### config.mk
export PLATFORM = sky130hd
export DESIGN_NAME = record_score_insertion_sorter_unit_flat
export DESIGN_NICKNAME = d
export VERILOG_FILES = /design/src/sv/rss_pkg.sv /design/src/sv/rss_channels.sv /design/src/sv/rss_store.sv /design/src/sv/rss_ctrl.sv /design/src/sv/record_score_insertion_sorter_unit.sv /design/src/flat_wrapper.sv
export SDC_FILE = /design/constraint.sdc
export NUM_CORES = 1
export LEC_CHECK = 0
export ABC_CLOCK_PERIOD_IN_PS = 4700
export BUFFER_PORTS_ARGS = -buffer_cell sky130_fd_sc_hd__buf_2
export CORE_UTILIZATION = 55
export CTS_BUF_LIST = sky130_fd_sc_hd__clkbuf_2 sky130_fd_sc_hd__clkbuf_4 sky130_fd_sc_hd__clkbuf_8
export CTS_CLUSTER_SIZE = 25
export DETAILED_ROUTE_END_ITERATION = 8
export GPL_TIMING_DRIVEN = 0
export PLACE_DENSITY = 0.71
export SLEW_MARGIN = 20
export SYNTH_ARGS = -nofsm -noshare
export SYNTH_HDL_FRONTEND = slang
export SYNTH_SLANG_ARGS = --single-unit
export TNS_END_PERCENT = 20
### constraint.sdc
create_clock -name clk -period 4.7 [get_ports clk]
set_clock_uncertainty 0.2 [all_clocks]
set_input_delay 0.235 -clock clk [delete_from_list [all_inputs] [get_ports clk]]
set_output_delay 0.235 -clock clk [all_outputs]
set_load 0.05 [all_outputs]
### src/sv/rss_pkg.sv
// ----------------------------------------------------------------------------
// Record score sorter package
// Shared sizes, the stored entry layout, the memory request and the
// sequencer states of the record score insertion sorter.
// ----------------------------------------------------------------------------
package rss_pkg;

    localparam int MAX_RECORDS = 32;
    localparam int IDX_W       = $clog2(MAX_RECORDS);
    localparam int CNT_W       = $clog2(MAX_RECORDS + 1);
    localparam int TAG_W       = 8;
    localparam int GRADE_W     = 4;
    localparam int SUM_W       = 7;

    typedef logic [IDX_W-1:0] idx_t;
    typedef logic [CNT_W-1:0] cnt_t;

    typedef struct packed {
        logic [TAG_W-1:0] tag;
        logic [SUM_W-1:0] sum;
    } entry_t;

    typedef struct packed {
        logic   we;
        idx_t   waddr;
        entry_t wdata;
        logic   re;
        idx_t   raddr;
    } mem_req_t;

    typedef enum logic [2:0] {
        ST_IDLE,
        ST_READ,
        ST_SHIFT,
        ST_PLACE,
        ST_EMIT_RD,
        ST_EMIT_LD,
        ST_EMIT_OUT
    } state_t;

endpackage

### src/sv/rss_channels.sv
// ----------------------------------------------------------------------------
// Record score sorter channels
// Valid and ready channels for the incoming records and the sorted results.
// ----------------------------------------------------------------------------
interface rss_rec_if import rss_pkg::*;
();
    logic               valid;
    logic               ready;
    logic [TAG_W-1:0]   record_tag;
    logic [GRADE_W-1:0] grade_a;
    logic [GRADE_W-1:0] grade_b;
    logic [GRADE_W-1:0] grade_c;
    logic [GRADE_W-1:0] grade_d;
    logic [GRADE_W-1:0] grade_e;
    logic [GRADE_W-1:0] grade_f;
    logic [GRADE_W-1:0] grade_g;
    logic [GRADE_W-1:0] grade_h;
    logic               last_record;

    modport source (
        output valid, record_tag, grade_a, grade_b, grade_c, grade_d,
               grade_e, grade_f, grade_g, grade_h, last_record,
        input  ready
    );
    modport sink (
        input  valid, record_tag, grade_a, grade_b, grade_c, grade_d,
               grade_e, grade_f, grade_g, grade_h, last_record,
        output ready
    );
endinterface

interface rss_res_if import rss_pkg::*;
();
    logic             valid;
    logic             ready;
    logic [TAG_W-1:0] out_tag;
    logic [SUM_W-1:0] score_sum;
    logic             last_out;

    modport source (
        output valid, out_tag, score_sum, last_out,
        input  ready
    );
    modport sink (
        input  valid, out_tag, score_sum, last_out,
        output ready
    );
endinterface

### src/sv/rss_store.sv
// ----------------------------------------------------------------------------
// Record store
// Single write, single read memory of tag and score entries with a
// registered read port.
// ----------------------------------------------------------------------------
module rss_store import rss_pkg::*;
(
    input  logic     clk,
    input  mem_req_t mem_req,
    output entry_t   mem_rdata
);

    entry_t mem [MAX_RECORDS];
    entry_t rdata_reg;

    always_ff @(posedge clk)
    begin
        if (mem_req.we)
        begin
            mem[mem_req.waddr] <= mem_req.wdata;
        end
        if (mem_req.re)
        begin
            rdata_reg <= mem[mem_req.raddr];
        end
    end

    assign mem_rdata = rdata_reg;

endmodule

### src/sv/rss_ctrl.sv
// ----------------------------------------------------------------------------
// Record score sorter sequencer
// Inserts each record into the sorted store by shifting larger entries up
// one place a cycle through a single score comparator, then reads the store
// back from the top entry down.
// ----------------------------------------------------------------------------
module rss_ctrl import rss_pkg::*;
(
    input  logic             clk,
    input  logic             rst_n,
    rss_rec_if.sink          rec_in,
    input  logic [SUM_W-1:0] score,
    rss_res_if.source        res_out,
    output mem_req_t         mem_req,
    input  entry_t           mem_rdata
);

    state_t state_reg, state_next;
    cnt_t   count_reg, count_next;
    idx_t   pos_reg, pos_next;
    entry_t new_reg, new_next;
    logic   last_reg, last_next;
    entry_t out_reg, out_next;
    logic   out_last_reg, out_last_next;
    logic   greater;

    always_ff @(posedge clk or negedge rst_n)
    begin
        if (!rst_n)
        begin
            state_reg <= ST_IDLE;
            count_reg <= '0;
        end
        else
        begin
            state_reg <= state_next;
            count_reg <= count_next;
        end
    end

    always_ff @(posedge clk)
    begin
        pos_reg      <= pos_next;
        new_reg      <= new_next;
        last_reg     <= last_next;
        out_reg      <= out_next;
        out_last_reg <= out_last_next;
    end

    assign greater = mem_rdata.sum > new_reg.sum;

    always_comb
    begin
        state_next    = state_reg;
        count_next    = count_reg;
        pos_next      = pos_reg;
        new_next      = new_reg;
        last_next     = last_reg;
        out_next      = out_reg;
        out_last_next = out_last_reg;
        mem_req       = '0;

        unique case (state_reg)
            ST_IDLE:
            begin
                if (rec_in.valid)
                begin
                    new_next  = '{tag: rec_in.record_tag, sum: score};
                    last_next = rec_in.last_record;
                    if (count_reg < cnt_t'(MAX_RECORDS))
                    begin
                        pos_next   = count_reg[IDX_W-1:0];
                        count_next = count_reg + cnt_t'(1);
                        state_next = ST_READ;
                    end
                    else if (rec_in.last_record)
                    begin
                        pos_next   = idx_t'(count_reg - cnt_t'(1));
                        state_next = ST_EMIT_RD;
                    end
                end
            end
            ST_READ:
            begin
                if (pos_reg == '0)
                begin
                    state_next = ST_PLACE;
                end
                else
                begin
                    mem_req.re    = 1'b1;
                    mem_req.raddr = pos_reg - idx_t'(1);
                    state_next    = ST_SHIFT;
                end
            end
            ST_SHIFT:
            begin
                mem_req.we    = 1'b1;
                mem_req.waddr = pos_reg;
                if (greater)
                begin
                    mem_req.wdata = mem_rdata;
                    pos_next      = pos_reg - idx_t'(1);
                    if (pos_reg == idx_t'(1))
                    begin
                        state_next = ST_PLACE;
                    end
                    else
                    begin
                        mem_req.re    = 1'b1;
                        mem_req.raddr = pos_reg - idx_t'(2);
                    end
                end
                else
                begin
                    mem_req.wdata = new_reg;
                    pos_next      = idx_t'(count_reg - cnt_t'(1));
                    state_next    = last_reg ? ST_EMIT_RD : ST_IDLE;
                end
            end
            ST_PLACE:
            begin
                mem_req.we    = 1'b1;
                mem_req.waddr = pos_reg;
                mem_req.wdata = new_reg;
                pos_next      = idx_t'(count_reg - cnt_t'(1));
                state_next    = last_reg ? ST_EMIT_RD : ST_IDLE;
            end
            ST_EMIT_RD:
            begin
                mem_req.re    = 1'b1;
                mem_req.raddr = pos_reg;
                state_next    = ST_EMIT_LD;
            end
            ST_EMIT_LD:
            begin
                out_next      = mem_rdata;
                out_last_next = (pos_reg == '0);
                state_next    = ST_EMIT_OUT;
            end
            ST_EMIT_OUT:
            begin
                if (res_out.ready)
                begin
                    if (pos_reg == '0)
                    begin
                        count_next = '0;
                        state_next = ST_IDLE;
                    end
                    else
                    begin
                        pos_next   = pos_reg - idx_t'(1);
                        state_next = ST_EMIT_RD;
                    end
                end
            end
            default:
            begin
                state_next = ST_IDLE;
            end
        endcase
    end

    assign rec_in.ready      = (state_reg == ST_IDLE);
    assign res_out.valid     = (state_reg == ST_EMIT_OUT);
    assign res_out.out_tag   = out_reg.tag;
    assign res_out.score_sum = out_reg.sum;
    assign res_out.last_out  = out_last_reg;

    a_count_bound: assert property (@(posedge clk) disable iff (!rst_n)
        count_reg <= cnt_t'(MAX_RECORDS))
        else $error("Record count exceeds the store capacity.");

    a_write_in_range: assert property (@(posedge clk) disable iff (!rst_n)
        mem_req.we |-> (cnt_t'(mem_req.waddr) < count_reg))
        else $error("Store written beyond the held records.");

    a_shift_pos: assert property (@(posedge clk) disable iff (!rst_n)
        (state_reg == ST_SHIFT) |-> (pos_reg != '0))
        else $error("Shift step reached the bottom of the store.");

    a_run_end: assert property (@(posedge clk) disable iff (!rst_n)
        (res_out.valid && res_out.ready && res_out.last_out)
        |=> (count_reg == '0) && rec_in.ready)
        else $error("Store not emptied after the final result.");

    a_emit_nonempty: assert property (@(posedge clk) disable iff (!rst_n)
        res_out.valid |-> (count_reg != '0))
        else $error("Result offered from an empty store.");

endmodule

### src/sv/record_score_insertion_sorter_unit.sv
// ----------------------------------------------------------------------------
// Record score insertion sorter
// Loading a record shifts each held entry of higher score up one place and
// writes the record into the place left free. A sorted run leaves from the
// highest score down, each result read once the one before is taken.
// The block is ready again in the cycle after the final result is taken.
// Reset empties the set at once; the store contents are left as they are.
// ----------------------------------------------------------------------------
module record_score_insertion_sorter_unit import rss_pkg::*;
(
    input  logic      clk,
    input  logic      rst_n,
    rss_rec_if.sink   rec_in,
    rss_res_if.source res_out
);

    logic [SUM_W-1:0] score;
    mem_req_t         mem_req;
    entry_t           mem_rdata;

    assign score = SUM_W'(rec_in.grade_a) + SUM_W'(rec_in.grade_b)
                 + SUM_W'(rec_in.grade_c) + SUM_W'(rec_in.grade_d)
                 + SUM_W'(rec_in.grade_e) + SUM_W'(rec_in.grade_f)
                 + SUM_W'(rec_in.grade_g) + SUM_W'(rec_in.grade_h);

    rss_ctrl u_ctrl (
        .clk       (clk),
        .rst_n     (rst_n),
        .rec_in    (rec_in),
        .score     (score),
        .res_out   (res_out),
        .mem_req   (mem_req),
        .mem_rdata (mem_rdata)
    );

    rss_store u_store (
        .clk       (clk),
        .mem_req   (mem_req),
        .mem_rdata (mem_rdata)
    );

endmodule

### src/flat_wrapper.sv
// flat-port wrapper written by rule: the top's interface ports become plain ports
module record_score_insertion_sorter_unit_flat import rss_pkg::*;
  (clk, rst_n, rec_in_valid, rec_in_record_tag, rec_in_grade_a, rec_in_grade_b, rec_in_grade_c, rec_in_grade_d, rec_in_grade_e, rec_in_grade_f, rec_in_grade_g, rec_in_grade_h, rec_in_last_record, rec_in_ready, res_out_valid, res_out_out_tag, res_out_score_sum, res_out_last_out, res_out_ready);
  rss_rec_if rec_in_i ();
  rss_res_if res_out_i ();
  input  logic clk;
  input  logic rst_n;
  input wire logic [$bits(rec_in_i.valid)-1:0] rec_in_valid;
  input wire logic [$bits(rec_in_i.record_tag)-1:0] rec_in_record_tag;
  input wire logic [$bits(rec_in_i.grade_a)-1:0] rec_in_grade_a;
  input wire logic [$bits(rec_in_i.grade_b)-1:0] rec_in_grade_b;
  input wire logic [$bits(rec_in_i.grade_c)-1:0] rec_in_grade_c;
  input wire logic [$bits(rec_in_i.grade_d)-1:0] rec_in_grade_d;
  input wire logic [$bits(rec_in_i.grade_e)-1:0] rec_in_grade_e;
  input wire logic [$bits(rec_in_i.grade_f)-1:0] rec_in_grade_f;
  input wire logic [$bits(rec_in_i.grade_g)-1:0] rec_in_grade_g;
  input wire logic [$bits(rec_in_i.grade_h)-1:0] rec_in_grade_h;
  input wire logic [$bits(rec_in_i.last_record)-1:0] rec_in_last_record;
  output wire logic [$bits(rec_in_i.ready)-1:0] rec_in_ready;
  output wire logic [$bits(res_out_i.valid)-1:0] res_out_valid;
  output wire logic [$bits(res_out_i.out_tag)-1:0] res_out_out_tag;
  output wire logic [$bits(res_out_i.score_sum)-1:0] res_out_score_sum;
  output wire logic [$bits(res_out_i.last_out)-1:0] res_out_last_out;
  input wire logic [$bits(res_out_i.ready)-1:0] res_out_ready;
  assign rec_in_i.valid = rec_in_valid;
  assign rec_in_i.record_tag = rec_in_record_tag;
  assign rec_in_i.grade_a = rec_in_grade_a;
  assign rec_in_i.grade_b = rec_in_grade_b;
  assign rec_in_i.grade_c = rec_in_grade_c;
  assign rec_in_i.grade_d = rec_in_grade_d;
  assign rec_in_i.grade_e = rec_in_grade_e;
  assign rec_in_i.grade_f = rec_in_grade_f;
  assign rec_in_i.grade_g = rec_in_grade_g;
  assign rec_in_i.grade_h = rec_in_grade_h;
  assign rec_in_i.last_record = rec_in_last_record;
  assign rec_in_ready = rec_in_i.ready;
  assign res_out_valid = res_out_i.valid;
  assign res_out_out_tag = res_out_i.out_tag;
  assign res_out_score_sum = res_out_i.score_sum;
  assign res_out_last_out = res_out_i.last_out;
  assign res_out_i.ready = res_out_ready;
  record_score_insertion_sorter_unit u_core (.clk(clk), .rst_n(rst_n), .rec_in(rec_in_i), .res_out(res_out_i));
endmodule
# [Yosys cells after proc, flatten, opt, wreduce, memory -nomap -nowiden]
# Memory sizes are Yosys's and may differ from the RTL's. A register that Yosys moved wholly into a read port is not among the register bits.
# Index checks and enable logic that the tools add are counted.
[totals] mem_count=1 reg_bits=46 mem_bits_rw=480
[memory_table] name="u_core.u_store.mem" words=32 width=15 read_ports=1 rd_ports_with_merged_regs=1 wr=1 line="rss_store.sv:13" source="entry_t mem [MAX_RECORDS];"
[op_classes] n_mux=30 eq_ne=14 addsub=11 n_reduce_logical=8 magnitude_cmp=2
[op_table] op="$add A7 B4 Y7" count=6
[op_table] op="$mux W6" count=7
[op_table] op="$pmux W21 S2" count=1
[op_table] op="$mux W5" count=6
[op_table] op="$mux W3" count=8
[op_table] op="$pmux W3 S7" count=1
[op_table] op="$pmux W5 S4" count=1
[op_table] op="$pmux W6 S3" count=1
[op_table] op="$mux W15" count=1
[op_table] op="$pmux W6 S2" count=1
[op_table] op="$reduce_and A5 Y1" count=2
[op_table] op="$sub A5 B1 Y5 const B" count=2
[op_table] op="$eq A3 B3 Y1 const B" count=3
[op_table] op="$gt A7 B7 Y1" count=1
[op_table] op="$add A6 B1 Y6 const B" count=1
[op_table] op="$eq A3 B2 Y1 const B" count=2
[op_table] op="$lt A6 B6 Y1 const B" count=1
[op_table] op="$ne A2 B1 Y1 const B" count=3
[op_table] op="$add A4 B4 Y5" count=1
[op_table] op="$eq A5 B1 Y1 const B" count=1
[op_table] op="$logic_not A5 Y1" count=1
[op_table] op="$sub A5 B2 Y5 const B" count=1
[op_table] op="$ne A2 B2 Y1 const B" count=2
[op_table] op="$reduce_and A4 Y1" count=1
[op_table] op="other kinds (8)" count=10

# [Logic depth before layout (Yosys ltp)]
[logic_depth] word_depth=7 depth_mapped=18

# [By module]
# From an unflattened synthesis, not the netlist that was laid out.
[unflattened] hier_cells=1410 hier_area_um2=22813.1
[modules_own_cells] module="rss_store" cells_each=1075 instances=1 area_per_inst_um2=19358.6
[modules_own_cells] module="rss_ctrl" cells_each=262 instances=1 area_per_inst_um2=2720.1
[modules_own_cells] module="record_score_insertion_sorter_unit" cells_each=73 instances=1 area_per_inst_um2=734.5

# [Worst setup path after synthesis]
# OpenSTA, ideal clock, no wires.
[synth_timing] kind="input to register" from="input rec_in_grade_b[0]" to="register u_core.u_ctrl.new_reg[6] in the netlist's numbering, data pin" path_stages=15 setup_ns=0.258 arrival_time_ns=3.888 required_time_ns=4.242 n_path_buf=0 path_slack_ns=0.354 path_cell_list="ha_1 -> fa_1 -> xor2_1 -> fa_1 -> inv_1 -> fa_1 -> fa_1 -> fa_1 -> inv_1 -> ha_1 -> a21o_1 -> a21oi_1 -> o21bai_1 -> a21oi_1 -> xnor2_1"
[synth_via] elab_chain_len=7
[synth_lines] element="from (decl)" line="flat_wrapper.sv:11" source="input wire logic [$bits(rec_in_i.grade_b)-1:0] rec_in_grade_b;"
[synth_lines] element="$add A4 B4 Y5" line="record_score_insertion_sorter_unit.sv:21" source="assign score = SUM_W'(rec_in.grade_a) + SUM_W'(rec_in.grade_b)"
[synth_lines] element="$add A7 B4 Y7 (2 in series)" line="record_score_insertion_sorter_unit.sv:22" source="+ SUM_W'(rec_in.grade_c) + SUM_W'(rec_in.grade_d)"
[synth_lines] element="$add A7 B4 Y7 (2 in series)" line="record_score_insertion_sorter_unit.sv:23" source="+ SUM_W'(rec_in.grade_e) + SUM_W'(rec_in.grade_f)"
[synth_lines] element="$add A7 B4 Y7 (2 in series)" line="record_score_insertion_sorter_unit.sv:24" source="+ SUM_W'(rec_in.grade_g) + SUM_W'(rec_in.grade_h);"
[synth_lines] element="via u_core.score[6]" line="record_score_insertion_sorter_unit.sv:17" source="logic [SUM_W-1:0] score;"
[synth_lines] element="to (signal assigned)" line="rss_ctrl.sv:44" source="new_reg <= new_next;"
[synth_lines] element="to (decl)" line="rss_ctrl.sv:21" source="entry_t new_reg, new_next;"
# The timed path passes the listed nets, and every way through them passes these cells.
# A chain may end at the register's enable or synchronous reset.

# [Worst setup path after layout]
[layout_timing] from="register u_core.u_ctrl.pos_reg[1]" to="register, netlist name u_core.u_store.mem_rdata[10]"
[layout_via] elab_chain_len=4 elab_cells_between_ends=8 cone_classes="add/sub: 2; eq/ne: 1; mux: 4; reduce/logical: 1"
[layout_lines] element="from (decl)" line="rss_ctrl.sv:20" source="idx_t pos_reg, pos_next;"
[layout_lines] element="from (signal assigned)" line="rss_ctrl.sv:43" source="pos_reg <= pos_next;"
[layout_lines] element="$sub A5 B2 Y5 / $eq A5 B1 Y1 (equally long branches)" line="rss_ctrl.sv:111, rss_ctrl.sv:104"
[layout_lines] element="$mux W6" line="rss_ctrl.sv:104" source="if (pos_reg == idx_t'(1))"
[layout_lines] element="$mux W6" line="rss_ctrl.sv:100" source="if (greater)"
[layout_lines] element="$pmux W6 S3 (*)" line="rss_ctrl.sv:63" source="unique case (state_reg)"
# Every way passes the cells marked *; elsewhere a longest branch is shown, timed or not.

==> impl_metrics.py <==
metrics = {
    "floorplanning": {
        "dieWidth_um": 221,
        "placementRows": 79,
        "fp.dieH_um": 221,
        "io_pins": 63,
        "core-area_mm2": 0.0470,
        "start_util_pct": 56.3,
        "dieArea_mm2": 0.0490,
    },
    "yosys": {
        "synth_edf_count": 532,
        "synth-main-ff-cell": "edfxtp_1",
        "netlist_area_mm2": 0.0265,
        "syn_avg_cell_area_um2": 11.5,
        "yosys_warnings": 0,
        "ys_seq_elements": 541,
        "syn_inst": 2291,
        "synth_seq_area_share_pct": 61.2,
        "yosysUniqueCellTypes": 60,
        "postSynth.asyncResetShare_pct": 1.66,
        "syn_nets": 2384,
    },
    "power_and_ir_drop": {
        "fin_total_pwr_uw": 25900,
        "comb_power_share_pct": 58.1,
        "internal_power_uw": 13700,
        "clock_power_share_pct": 15.6,
        "leakage_uw": 0.0113,
        "pwr-share-seq_pct": 26.3,
        "switching_power_uw": 12200,
        "peakVddDrop_v": 0.000481,
        "power_density_mw_per_mm2": 828,
        "sw_frac_of_total_pct": 47.2,
    },
    "final_layout": {
        "drive_gt1_share_pct": 20.5,
        "final_util_pct": 66.7,
        "final_cell_mix": "edfxtp_1, nand2_1, o22ai_1",
        "mostFrequentLayoutCell": "edfxtp_1",
        "nets": 2612,
        "diodes": 0,
        "areaGrowthSynthToFinish_pct": 18.5,
        "multi_input_area_mm2": 0.0103,
        "largest_reg_flops": 480,
        "finish.instance_area_mm2": 0.0313,
        "fill_cells": 3379,
        "final-seq-area_mm2": 0.0162,
    },
    "global_route": {
        "grt_pass1_vias": 20859,
        "track_usage_pct": 34.9,
        "grt_pass1_wl_mm": 127,
        "grt_max_degree": 33,
        "grt-ovfl-total": 0,
        "grt_antenna_before_repair": 3,
    },
    "route": {
        "ant_nets": 0,
        "vias": 21697,
        "met2WireLength_mm": 38.1,
        "drt_iter0_drc": 3101,
        "wl_met3_mm": 11.0,
        "drt-total-wl_mm": 86.3,
        "viasPerCell": 6.79,
        "routed.top_layer": "met5",
        "route.detailed.wl_per_inst_um": 27.0,
        "dr.pass1.iters": 6,
        "drc": 0,
        "wirelength_met1_mm": 32.8,
    },
    "worst_setup_path": {
        "cp_data_arrival_time_ps": 5040,
        "crit_path_start_kind": "flop",
        "crit_path_end_kind": "flop",
        "required_ps": 4980,
        "crit_fanout": 10,
        "crit_type": "reg2reg",
    },
    "sta": {
        "tns_ps": -102,
        "final_hold_viol_count": 0,
        "max_freq_mhz": 210,
        "setup_viol": 4,
        "relSlewSlack_pct": 18.0,
        "post-route-period-util_pct": 101,
        "rsz0062_at_grt": "true",
        "worst_pin_slew_ps": 1230,
        "fin_ws_ps": -57.2,
        "hold_ws_ps": 83.3,
        "fin_crit_ps": 4760,
        "finalMaxSlewViolations": 0,
    },
    "placement": {
        "dpl_cell_area_mm2": 0.0285,
        "place_hpwl_mm": 59.9,
        "gp_congestion": 1.03,
        "portBuffers": 62,
    },
    "hold_path": {
        "hold_path.class": "in2reg",
    },
    "status": {
        "status": "complete, but fails checks",
        "violations": "negative setup slack",
    },
    "job": {
        "drv_cap": 0,
    },
    "clock_tree": {
        "numCtsBuffers": 91,
        "clk_path_buf_depth": 3,
        "cts_tree": "yes",
        "cts_sinks": 541,
        "cts-root-buf": "clkbuf_8",
        "clock_latency_ps": 690,
        "cts-htree-levels": 3,
        "cts.reportedPaths.clkPinSlew_ps": 70,
    },
}
-- power groups by stage --
stage	clock network (uW)	registers (uW)	logic, uW
floorplan	0	6910	7790
global placement	0	7010	12100
detailed placement	0	6900	13200
CTS	4080	6800	14000
global route	4280	6840	15700
finish	4050	6810	15100
-- cells by family after synthesis --
logic type               Yosys count  share of synthesized area, %
AND/OR/NAND/NOR                  669                          10.8
AO/OA/AOI/OAI                    663                          16.3
flip-flops                       541                          61.2
buffers and inverters            229                          3.54
multiplexers                     128                          4.92
adder cells (fa/ha/maj)           48                          2.81
XOR/XNOR                          13                         0.430
-- worst max-delay path: stages, from the launching register on --
cell and delay, ps:
edfxtp_1 440, clkbuf_2 310, clkinvlp_4 190, ha_1 160, or4b_1 480, o211a_1 200, o211ai_2 280, o221ai_1 220
a21oi_2 150, buf_4 180, buf_4 220, buf_4 270, buf_4 280, a211oi_1 160, nor4_2 430, and3_1 350
-- through the flow --
step / std cells / setup slack, ps
floorplan: 2291 / 354
global placement: 2960 / -2190
detailed placement: 3004 / -1790
CTS: 3193 / -4.29
global route: 3195 / -25.7
finish: 3195 / -57.2
-- worst paths after layout --
check                                                 startpoint                                          to  slack, ps  cells after the start
max reg2reg                   u_core.u_ctrl.pos_reg[1]$_DFFE_PP_      u_core.u_store.mem_rdata[10]$_DFFE_PP_        -60                     15
min                                         rec_in_record_tag[7]         u_core.u_ctrl.new_reg[14]$_DFFE_PP_         80                      2
max in group asynchronous                                  rst_n      u_core.u_ctrl.count_reg[2]$_DFFE_PN0P_       3680                      3
min reg2reg                u_core.u_store.mem_rdata[8]$_DFFE_PP_  u_core.u_ctrl.res_out.out_tag[1]$_DFFE_PP_        270                      0
min in group asynchronous                                  rst_n      u_core.u_ctrl.count_reg[0]$_DFFE_PN0P_        320                      3
max                           u_core.u_ctrl.pos_reg[1]$_DFFE_PP_      u_core.u_store.mem_rdata[10]$_DFFE_PP_        -60                     15
-- cell type report --
class | instances | share of cell area, %
tap | 607 | 2.42
clock buffer | 127 | 4.92
sequential | 541 | 51.7
timing repair buffer | 138 | 4.18
clock inverter | 35 | 0.567
inverter | 54 | 0.683
multi-input combinational | 1521 | 32.8
buffer | 172 | 2.73
-- synthesized netlist by cell type, types with 2 or more instances --
master,instances,area [um^2]
a211oi_1,14,105
xnor2_1,7,61.3
edfxtp_1,532,16000
nor3_1,14,70.1
or3_1,4,25.0
o21ai_0,43,215
nand3b_1,8,60.1
mux2i_1,112,1120
a21o_1,6,45.0
nor2_2,2,12.5
nand3_1,54,270
a31oi_1,60,375
buf_2,31,155
a22oi_1,31,233
nor2b_1,5,31.3
a21oi_1,167,836
or4b_1,2,20.0
o41ai_1,2,17.5
nand4_1,8,50.1
clkbuf_1,123,462
o21ai_1,3,15.0
xor2_1,6,52.6
nand2_1,331,1240
a211o_1,2,17.5
buf_1,11,41.3
nor2_1,183,687
ha_1,29,363
o22ai_1,201,1260
o211ai_1,2,15.0
dfrtp_1,9,225
nor3b_1,3,22.5
nor4_1,29,181
nand2b_1,6,37.5
o221ai_1,105,920
a2111oi_0,13,114
o211a_1,2,20.0
mux2_2,16,180
or2_2,2,12.5
and3_1,14,87.6
buf_4,10,75.1
inv_1,52,195
fa_1,19,380
-- routing by layer --
metal / up-vias / GRT usage, %
met5: - / 0
met4: 2 / 17.3
met3: 263 / 9.32
met2: 1568 / 52.1
met1: 10536 / 47.2
li1: 9328 / -
-- what timing repair did --
item                                    CTS  global route
endpoints found under the hold margin    45             0
buffers inserted                         13             2
hold buffers                             17             0
endpoints found under the setup margin   15            15
pin swaps                                 8             7
resized for setup                       135            90
Note: power is estimated with default switching activity, not from simulation.
